<file path="src/rtl/ecc_pkg.sv">
// Shared types and constants for the elevator car controller.
package ecc_pkg;

	localparam int CFG_IDX_W  = 2;
	localparam int CFG_DATA_W = 16;
	localparam int ELAPSED_W  = 16;
	localparam int FLOOR_W    = 6;
	localparam int LOAD_W     = 5;
	localparam int CAP_W      = 5;

	localparam logic [CFG_IDX_W-1:0] CFG_CAPACITY    = 2'd0;
	localparam logic [CFG_IDX_W-1:0] CFG_TOP_FLOOR   = 2'd1;
	localparam logic [CFG_IDX_W-1:0] CFG_IDLE_LIMIT  = 2'd2;
	localparam logic [CFG_IDX_W-1:0] CFG_TRAVEL_TIME = 2'd3;

	localparam logic [CAP_W-1:0]     CAPACITY_RST    = 5'd8;
	localparam logic [FLOOR_W-1:0]   TOP_FLOOR_RST   = 6'd16;
	localparam logic [ELAPSED_W-1:0] IDLE_LIMIT_RST  = 16'd1000;
	localparam logic [ELAPSED_W-1:0] TRAVEL_TIME_RST = 16'd100;
	localparam logic [FLOOR_W-1:0]   FLOOR_GROUND    = 6'd1;

	typedef enum logic [1:0] {
		REQ_ADD,
		REQ_SET_STATE,
		REQ_IDLE_ADV,
		REQ_MOVE_ADV
	} req_type_t;

	typedef enum logic [1:0] {
		CS_IDLE,
		CS_UP,
		CS_DOWN,
		CS_STOPPED
	} car_state_t;

	typedef enum logic [2:0] {
		ST_IDLE,
		ST_EXEC,
		ST_SCAN,
		ST_DRAIN,
		ST_EMIT
	} seq_state_t;

	typedef struct packed {
		logic [1:0]           req_type;
		logic [FLOOR_W-1:0]   target_floor;
		logic [1:0]           new_state;
		logic [ELAPSED_W-1:0] elapsed;
	} in_item_t;

	typedef struct packed {
		logic               accepted;
		logic [FLOOR_W-1:0] floor;
		logic [LOAD_W-1:0]  load;
		logic [1:0]         car_state;
		logic               arrived;
	} out_item_t;

endpackage

</file>
<file path="src/rtl/ecc_ram.sv">
// Generic single-port-write, registered-read RAM.
module ecc_ram #(
	parameter int WIDTH = 8,
	parameter int DEPTH = 16
) (
	input  logic                                  clk,
	input  logic                                  we,
	input  logic [(DEPTH > 1 ? $clog2(DEPTH) : 1)-1:0] waddr,
	input  logic [WIDTH-1:0]                      wdata,
	input  logic [(DEPTH > 1 ? $clog2(DEPTH) : 1)-1:0] raddr,
	output logic [WIDTH-1:0]                      rdata
);
	logic [WIDTH-1:0] mem [DEPTH];

	always_ff @(posedge clk) begin
		if (we) begin
			mem[waddr] <= wdata;
		end
		rdata <= mem[raddr];
	end

endmodule

</file>
<file path="src/rtl/ecc_tmr_unit.sv">
// Shared timer unit: saturating add of elapsed ticks and limit compare.
module ecc_tmr_unit #(
	parameter int TIME_BITS = 16
) (
	input  logic [TIME_BITS:0]            acc,
	input  logic [ecc_pkg::ELAPSED_W-1:0] elapsed,
	input  logic [ecc_pkg::ELAPSED_W-1:0] limit,
	output logic [TIME_BITS:0]            sum,
	output logic                          reached
);
	import ecc_pkg::*;

	localparam int TB = TIME_BITS + 1;
	localparam int SW = (TB > ELAPSED_W ? TB : ELAPSED_W) + 1;
	localparam logic [SW-1:0] SAT_W = {{(SW-TB){1'b0}}, {TB{1'b1}}};

	logic [SW-1:0] sum_w;

	always_comb begin
		sum_w   = SW'(acc) + SW'(elapsed);
		sum     = (sum_w > SAT_W) ? {TB{1'b1}} : sum_w[TB-1:0];
		reached = SW'(sum) >= SW'(limit);
	end

endmodule

</file>
<file path="src/rtl/elevator_car_controller.sv">
// Elevator car controller top level: sequencer, car state, rider table.
// Steps, accept to result valid: set-state, idle advance, refused add and a movement
//   advance without a floor tick go from exec straight to emit; an add scans to the
//   first free slot; a movement advance that completes a floor time scans the table
//   and drains before emit. Throughput: one item at a time, back in idle once emitted;
//   the rider table scan reads one entry per cycle through the single RAM read port,
//   and a result still waiting in the output register holds the next one back.
// Reset (arst_n, async): floor 1, idle, timers 0, all riders invalid, registers to
//   defaults; rider targets are not cleared (valid bits gate every read).
module elevator_car_controller #(
	parameter int MAX_RIDERS = 16,
	parameter int TIME_BITS  = 16
) (
	input  logic                             clk,
	input  logic                             arst_n,
	input  logic                             in_valid,
	output logic                             in_ready,
	input  ecc_pkg::in_item_t                in_item,
	output logic                             out_valid,
	input  logic                             out_ready,
	output ecc_pkg::out_item_t               out_item,
	input  logic                             cfg_we,
	input  logic [ecc_pkg::CFG_IDX_W-1:0]    cfg_idx,
	input  logic [ecc_pkg::CFG_DATA_W-1:0]   cfg_wdata
);
	import ecc_pkg::*;

	localparam int TB = TIME_BITS + 1;
	localparam int IW = (MAX_RIDERS > 1) ? $clog2(MAX_RIDERS) : 1;
	localparam int LW = $clog2(MAX_RIDERS + 1);
	localparam logic [IW-1:0] LAST_IDX = IW'(MAX_RIDERS - 1);

	// configuration
	logic [CAP_W-1:0]     cap_q;
	logic [FLOOR_W-1:0]   top_q;
	logic [ELAPSED_W-1:0] idle_lim_q;
	logic [ELAPSED_W-1:0] trav_time_q;

	// sequencer and car state
	seq_state_t           state_q, state_d;
	in_item_t             req_q;
	logic [FLOOR_W-1:0]   floor_q;
	logic [FLOOR_W-1:0]   floor_next;
	car_state_t           mode_q;
	logic [TB-1:0]        idle_cnt_q;
	logic [TB-1:0]        trav_cnt_q;
	logic [MAX_RIDERS-1:0] rider_valid_q;
	logic [LW-1:0]        load_q;
	logic [IW-1:0]        scan_q;
	logic                 drop_q;
	logic                 hit_q;
	logic                 acc_q;
	logic                 arr_q;

	// drop scan: RAM read issued in ST_SCAN, checked in the cycle after
	logic                 chk_s1;
	logic [IW-1:0]        idx_s1;
	logic [FLOOR_W-1:0]   ram_rdata;
	logic                 ram_we;
	logic                 hit_now;

	logic                 out_valid_q;
	out_item_t            out_item_q;

	// shared timer unit
	logic [TB-1:0]        tmr_acc;
	logic [ELAPSED_W-1:0] tmr_lim;
	logic [TB-1:0]        tmr_sum;
	logic                 tmr_reached;

	logic                 room;
	logic                 emit_go;

	assign tmr_acc = (req_q.req_type == REQ_IDLE_ADV) ? idle_cnt_q : trav_cnt_q;
	assign tmr_lim = (req_q.req_type == REQ_IDLE_ADV) ? idle_lim_q : trav_time_q;

	ecc_tmr_unit #(
		.TIME_BITS(TIME_BITS)
	) u_tmr (
		.acc    (tmr_acc),
		.elapsed(req_q.elapsed),
		.limit  (tmr_lim),
		.sum    (tmr_sum),
		.reached(tmr_reached)
	);

	// add scan writes the first free slot it meets
	assign ram_we = (state_q == ST_SCAN) && !drop_q && !rider_valid_q[scan_q];

	ecc_ram #(
		.WIDTH(FLOOR_W),
		.DEPTH(MAX_RIDERS)
	) u_targets (
		.clk  (clk),
		.we   (ram_we),
		.waddr(scan_q),
		.wdata(req_q.target_floor),
		.raddr(scan_q),
		.rdata(ram_rdata)
	);

	always_comb begin
		room    = (32'(load_q) < 32'(cap_q)) && (32'(load_q) < MAX_RIDERS);
		hit_now = chk_s1 && rider_valid_q[idx_s1] && (ram_rdata == floor_q);
		emit_go = (state_q == ST_EMIT) && (!out_valid_q || out_ready);
		// one floor step, clamped at ground and top
		if (mode_q == CS_UP && floor_q < top_q) begin
			floor_next = floor_q + 6'd1;
		end else if (mode_q == CS_DOWN && floor_q > FLOOR_GROUND) begin
			floor_next = floor_q - 6'd1;
		end else begin
			floor_next = floor_q;
		end
	end

	// next-state logic
	always_comb begin
		state_d = state_q;
		case (state_q)
			ST_IDLE: begin
				if (in_valid) state_d = ST_EXEC;
			end
			ST_EXEC: begin
				case (req_type_t'(req_q.req_type))
					REQ_ADD:      state_d = room ? ST_SCAN : ST_EMIT;
					REQ_MOVE_ADV: state_d = tmr_reached ? ST_SCAN : ST_EMIT;
					default:      state_d = ST_EMIT;
				endcase
			end
			ST_SCAN: begin
				if (drop_q) begin
					if (scan_q == LAST_IDX) state_d = ST_DRAIN;
				end else if (!rider_valid_q[scan_q]) begin
					state_d = ST_EMIT;
				end
			end
			ST_DRAIN: state_d = ST_EMIT;
			ST_EMIT: begin
				if (emit_go) state_d = ST_IDLE;
			end
			default: state_d = ST_IDLE;
		endcase
	end

	always_ff @(posedge clk or negedge arst_n) begin
		if (!arst_n) begin
			state_q <= ST_IDLE;
		end else begin
			state_q <= state_d;
		end
	end

	// configuration registers; the user must write them only while the car is quiet, the block does not enforce it
	always_ff @(posedge clk or negedge arst_n) begin
		if (!arst_n) begin
			cap_q       <= CAPACITY_RST;
			top_q       <= TOP_FLOOR_RST;
			idle_lim_q  <= IDLE_LIMIT_RST;
			trav_time_q <= TRAVEL_TIME_RST;
		end else if (cfg_we) begin
			case (cfg_idx)
				CFG_CAPACITY:    cap_q       <= cfg_wdata[CAP_W-1:0];
				CFG_TOP_FLOOR:   top_q       <= cfg_wdata[FLOOR_W-1:0];
				CFG_IDLE_LIMIT:  idle_lim_q  <= cfg_wdata[ELAPSED_W-1:0];
				CFG_TRAVEL_TIME: trav_time_q <= cfg_wdata[ELAPSED_W-1:0];
				default: ;
			endcase
		end
	end

	// car datapath
	always_ff @(posedge clk or negedge arst_n) begin
		if (!arst_n) begin
			req_q         <= '0;
			floor_q       <= FLOOR_GROUND;
			mode_q        <= CS_IDLE;
			idle_cnt_q    <= '0;
			trav_cnt_q    <= '0;
			rider_valid_q <= '0;
			load_q        <= '0;
			scan_q        <= '0;
			drop_q        <= 1'b0;
			hit_q         <= 1'b0;
			acc_q         <= 1'b0;
			arr_q         <= 1'b0;
			chk_s1        <= 1'b0;
			idx_s1        <= '0;
		end else begin
			chk_s1 <= (state_q == ST_SCAN) && drop_q;
			idx_s1 <= scan_q;

			case (state_q)
				ST_IDLE: begin
					if (in_valid) begin
						req_q  <= in_item;
						acc_q  <= 1'b0;
						arr_q  <= 1'b0;
						hit_q  <= 1'b0;
						drop_q <= 1'b0;
						scan_q <= '0;
					end
				end
				ST_EXEC: begin
					case (req_type_t'(req_q.req_type))
						REQ_ADD: drop_q <= 1'b0;
						REQ_SET_STATE: begin
							mode_q <= car_state_t'(req_q.new_state);
							if (car_state_t'(req_q.new_state) != CS_IDLE) idle_cnt_q <= '0;
						end
						REQ_IDLE_ADV: begin
							if (mode_q == CS_IDLE) begin
								idle_cnt_q <= tmr_reached ? '0 : tmr_sum;
								if (tmr_reached && floor_q != FLOOR_GROUND) mode_q <= CS_DOWN;
							end
						end
						REQ_MOVE_ADV: begin
							trav_cnt_q <= tmr_reached ? '0 : tmr_sum;
							if (tmr_reached) begin
								floor_q <= floor_next;
								drop_q  <= 1'b1;
							end
						end
						default: ;
					endcase
				end
				ST_SCAN: begin
					if (!drop_q && !rider_valid_q[scan_q]) begin
						rider_valid_q[scan_q] <= 1'b1;
						load_q                <= load_q + LW'(1);
						acc_q                 <= 1'b1;
					end else begin
						scan_q <= scan_q + IW'(1);
					end
				end
				ST_DRAIN: begin
					if (hit_q || hit_now) begin
						mode_q     <= CS_STOPPED;
						idle_cnt_q <= '0;
						arr_q      <= 1'b1;
					end
				end
				default: ;
			endcase

			// drop check comes in the cycle after the read; never overlaps an add
			if (hit_now) begin
				rider_valid_q[idx_s1] <= 1'b0;
				load_q                <= load_q - LW'(1);
				hit_q                 <= 1'b1;
			end
		end
	end

	// output register: holds the result while the next item is taken
	always_ff @(posedge clk or negedge arst_n) begin
		if (!arst_n) begin
			out_valid_q <= 1'b0;
			out_item_q  <= '0;
		end else if (emit_go) begin
			out_valid_q          <= 1'b1;
			out_item_q.accepted  <= acc_q;
			out_item_q.floor     <= floor_q;
			out_item_q.load      <= LOAD_W'(load_q);
			out_item_q.car_state <= mode_q;
			out_item_q.arrived   <= arr_q;
		end else if (out_ready) begin
			out_valid_q <= 1'b0;
		end
	end

	assign in_ready  = (state_q == ST_IDLE);
	assign out_valid = out_valid_q;
	assign out_item  = out_item_q;

	// load counter tracks the valid bits exactly
	a_load_matches: assert property (@(posedge clk) disable iff (!arst_n)
		32'(load_q) == $countones(rider_valid_q))
		else $error("load count out of step with rider valid bits");

	// an add scan only runs when a free slot exists
	a_add_has_slot: assert property (@(posedge clk) disable iff (!arst_n)
		(state_q == ST_SCAN && !drop_q) |-> !(&rider_valid_q))
		else $error("add scan with a full rider table");

	// the car never leaves the valid floor range at the bottom
	a_floor_nonzero: assert property (@(posedge clk) disable iff (!arst_n)
		floor_q != '0)
		else $error("car on floor zero");

	// an arrival always reports a stopped car
	a_arrived_stopped: assert property (@(posedge clk) disable iff (!arst_n)
		(out_valid && out_item.arrived) |-> (out_item.car_state == CS_STOPPED))
		else $error("arrival without stopped state");

endmodule

</file>
<file path="config.mk">
export PLATFORM = sky130hd
export DESIGN_NAME = elevator_car_controller
export DESIGN_NICKNAME = d
export VERILOG_FILES = /design/src/rtl/ecc_pkg.sv /design/src/rtl/ecc_ram.sv /design/src/rtl/ecc_tmr_unit.sv /design/src/rtl/elevator_car_controller.sv
export SDC_FILE = /design/constraint.sdc
export NUM_CORES = 1
export LEC_CHECK = 0
export ABC_AREA = 1
export BUFFER_PORTS_ARGS = -buffer_cell sky130_fd_sc_hd__buf_2
export CAP_MARGIN = 0
export CORE_MARGIN = 4
export CORE_UTILIZATION = 66
export CTS_CLUSTER_SIZE = 25
export DETAILED_ROUTE_END_ITERATION = 8
export PLACE_DENSITY_LB_ADDON = 0.08
export SLEW_MARGIN = 25
export SYNTH_ARGS = -nofsm -noshare
export SYNTH_HDL_FRONTEND = slang
export SYNTH_SLANG_ARGS = --single-unit
</file>
<file path="constraint.sdc">
create_clock -name clk -period 9.7 [get_ports clk]
set_input_delay 1.94 -clock clk [delete_from_list [all_inputs] [get_ports clk]]
set_output_delay 1.94 -clock clk [all_outputs]
set_load 0.1 [all_outputs]
</file>
==> flow_summary_export.csv <==
group,metric,value,unit
outcome,status,"finished clean",
clock_tree,cts_tree,"done",
global_routing,antenna_found_initial,0,
worst_hold_path,hold_depth,2,
floorplan,fp.dieW,149,um
clock_tree,cts_resized,0,
detailed_routing,postRouteAntennaNets,0,
setup_path,start_kind,"flop",
global_routing,grt_first_pass_wirelength,49900,um
sta,finalSetupViolations,0,
synth,synth_cells,1456,
setup_path,r2r_start,"req_q[24]$_DFFE_PN0P_",
worst_hold_path,hold_path_end,"out_item[12]$_DFFE_PN0P_",
clock_tree,hold_buffers,0,
floorplan,row_count,51,
placement,place.gp.congestion,0.894,
setup_path,worstPathRequired,10.11,ns
sta,finClkSkew,0.0115,ns
worst_hold_path,min_from,"out_item[12]$_DFFE_PN0P_",
sta,report.final.slew_viol_count,0,
setup_path,crit_buf_inv,3,
setup_path,timing.critical_path.mode_cell,"nand2_1",
sta,tns,0,ns
final_layout,finalInstanceArea,14400,um2
setup_path,r2r_slack,4.97,ns
sta,hold-worst-slack,0.476,ns
synth,syn_area,13000,um2
detailed_routing,dr.pass1.iters,5,
setup_path,slowest_stage,"inv_1",
floorplan,die_h,149,um
final_layout,regArea,7120,um2
global_routing,grt_max_degree,96,
detailed_routing,wl,30600,um
power_and_ir_drop,p_leak,6.87,nW
setup_path,slowest_delay,0.57,ns
clock_tree,cts_buffers,27,
sta,clock.fmax,0.212,GHz
sta,final.min_clock_period,4.73,ns
sta,slew_headroom,29.5,%
setup_path,path_max_fanout,21,
power_and_ir_drop,ir_drop,0.000226,V
detailed_routing,remaining_drc_errors,0,
setup_path,arrival,5.14,ns
global_routing,gr-usage-all-layers,28.2,%
synth,ys_ff_latch,266,
global_routing,grt_pass1_vias,10000,
final_layout,final_util,74.0,%
placement,dp_hpwl,20600,um
setup_path,critPathTopFamily,"simple AND/OR/NAND/NOR gates",
flow_run,max_cap_viol_count,0,
synth,synthesis.nets,1562,
placement,portBuffers,65,
final_layout,fillers,1418,
final_layout,nNetsFinal,1615,
placement,pre_cts_ws,4.99,ns
placement,placed_cell_area,13500,um2
detailed_routing,drt_iter0_markers,881,
final_layout,syn2layout_area_growth,10.6,%
global_routing,grt_overflow,0,
synth,syn_area_per_cell,8.95,um2
floorplan,start_util,67.0,%
clock_tree,clkTransAtPathRegs,0.06,ns
sta,hold_violations,0,
clock_tree,clock-root-buffer,"clkbuf_16",
final_layout,diodes,0,
clock_tree,worstSkewPairLatency,0.53,ns
power_and_ir_drop,p_per_area,325,nW/um2
synth,yosysWarnings,0,
sta,tightest_slew,1.06,ns
detailed_routing,via_per_inst,5.69,
synth,yosysSeqAreaShare,54.7,%
worst_hold_path,hold_path_class,"reg -> reg",
setup_path,crit_path_end_kind,"flop",
setup_path,r2r-end,"mode_q[1]$_DFFE_PN0P_",
sta,finalCritPeriodShare,48.7,%
sta,timing.final.ws_setup,4.97,ns
synth,yosys.cell_types.count,47,
final_layout,multi_input_area,5140,um2
clock_tree,numClockSinks,266,
clock_tree,cts.path.max_buffers,3,
floorplan,coreArea,19500,um2
detailed_routing,wl_per_cell,17.1,um
clock_tree,cts.htree.levels,1,
clock_tree,cts_setup_buffers,0,
final_layout,drive_above_1_share,9.61,%
setup_path,path_class,"reg -> reg",
floorplan,io_pins,66,
floorplan,dieArea,22100,um2
sta,grt_setup_unrepaired,"false",
detailed_routing,dr_total_vias,10200,
setup_path,rr_worst_depth,29,
cell type report:
| type | count | share of cell area [%] |
|---|---|---|
| flip-flops and latches | 266 | 49.4 |
| well taps | 265 | 2.30 |
| inverters | 148 | 3.89 |
| clock inverters | 17 | 1.27 |
| repair buffers | 71 | 2.61 |
| clock buffers | 32 | 4.82 |
| multi-input cells | 995 | 35.7 |
Yosys cell counts, drive strengths merged:
master   instances  share of area, %
dfxtp            6              0.92
xnor2           10              0.67
o21a             1             0.058
nor4             3              0.14
edfxtp          96                22
nand3           39               1.6
nor3             8              0.31
or2              5              0.26
ha              55               5.3
o211ai           4              0.23
fa               2              0.31
xor2            18               1.2
nand3b           1             0.058
inv            147               4.3
mux2i           15               1.2
o22ai           40               1.9
dfrtp          152                29
a21oi           32               1.3
clkinv           1             0.029
o2111ai          1             0.067
dfstp           12               2.4
nand2          433                13
a21o             4              0.23
buf             11              0.62
a21boi           3              0.17
a31oi            2             0.096
o21bai           5              0.29
nor2           115               3.4
mux2             1             0.086
o21ai          180               7.0
clkbuf          36               1.0
and2             2             0.096
nand4           16              0.88
report_power, final:
| part | switching (mW) | internal, mW | total, mW |
|---|---|---|---|
| sequential | 0.198 | 1.43 | 1.63 |
| clock | 0.416 | 0.615 | 1.03 |
| combinational | 1.41 | 0.609 | 2.01 |
| total | 2.02 | 2.66 | 4.68 |
sequential cells by signal (all words and copies together), names as in the netlist, 2 cells and up:
register,count
scan_q,4
idle_cnt_q,17
idle_lim_q,16
load_q,5
rider_valid_q,16
floor_q,6
req_q,26
u_targets.rdata,6
idx_s1,4
mode_q,2
state_q,3
out_item,15
trav_cnt_q,17
top_q,6
u_targets.mem,96
cap_q,5
trav_time_q,16
kinds of logic (layout without fill, tap and decap cells):
family                   after synthesis  after routing  synth area share [%]
AO/OA/AOI/OAI                        272            272                  11.4
XOR/XNOR                              28             28                  1.88
adder cells (fa/ha/maj)               57             57                  5.59
buffers and inverters                195            268                  5.96
flip-flops                           266            266                  54.7
multiplexers                          16             16                  1.24
AND/OR/NAND/NOR                      622            622                  19.3
placed cells by master, fill, tap and decap left out, types with 15 or more instances in the layout:
master,instances
buf_2,64
a21oi_1,31
nor2_1,111
mux2i_1,15
ha_1,55
nand2_1,429
o22ai_1,40
o21ai_0,149
o21ai_1,30
nand4_1,15
nand3_1,37
dfrtp_1,152
inv_1,140
edfxtp_1,96
clkbuf_16,27
xor2_1,18
through the flow:
step / instances / power (mW)
floorplan: 1456 / 3.13
global placement: 1745 / 3.56
detailed placement: 1745 / 3.62
CTS: 1794 / 4.67
global route: 1794 / 5.01
finish: 1794 / 4.68
worst reg2reg max path: cells and delay by family, from the launching register on:
family                   cells  cell delay (ns)
AO/OA/AOI/OAI                3             0.69
AND/OR/NAND/NOR             20             1.86
flip-flops                   1             0.38
buffers and inverters        3             0.83
adder cells (fa/ha/maj)      3             0.86
how the worst max path moves through the flow:
stage	slack (ns)	start	cells past startpoint	endpoint
detailed placement	4.99	req_q[24]$_DFFE_PN0P_	27	floor_q[5]$_DFFE_PN0P_
CTS	4.96	req_q[24]$_DFFE_PN0P_	27	floor_q[5]$_DFFE_PN0P_
floorplan	5.51	req_q[24]$_DFFE_PN0P_	32	idle_cnt_q[2]$_DFFE_PN0P_
global route	4.53	req_q[24]$_DFFE_PN0P_	27	floor_q[5]$_DFFE_PN0P_
finish	4.97	req_q[24]$_DFFE_PN0P_	29	mode_q[1]$_DFFE_PN0P_
global placement	5.18	req_q[24]$_DFFE_PN0P_	27	floor_q[5]$_DFFE_PN0P_
per-layer routing:
metal  vias to the layer above  track usage (%)  part of all wire (%)
met1                      4860             36.3                    41
li1                       4919                -                     -
met2                       351             48.8                    50
met3                        73             3.99                   5.4
met5                         -                0                     0
met4                         0             10.8                   3.6
No activity file was read; power rests on OpenSTA's default activity.
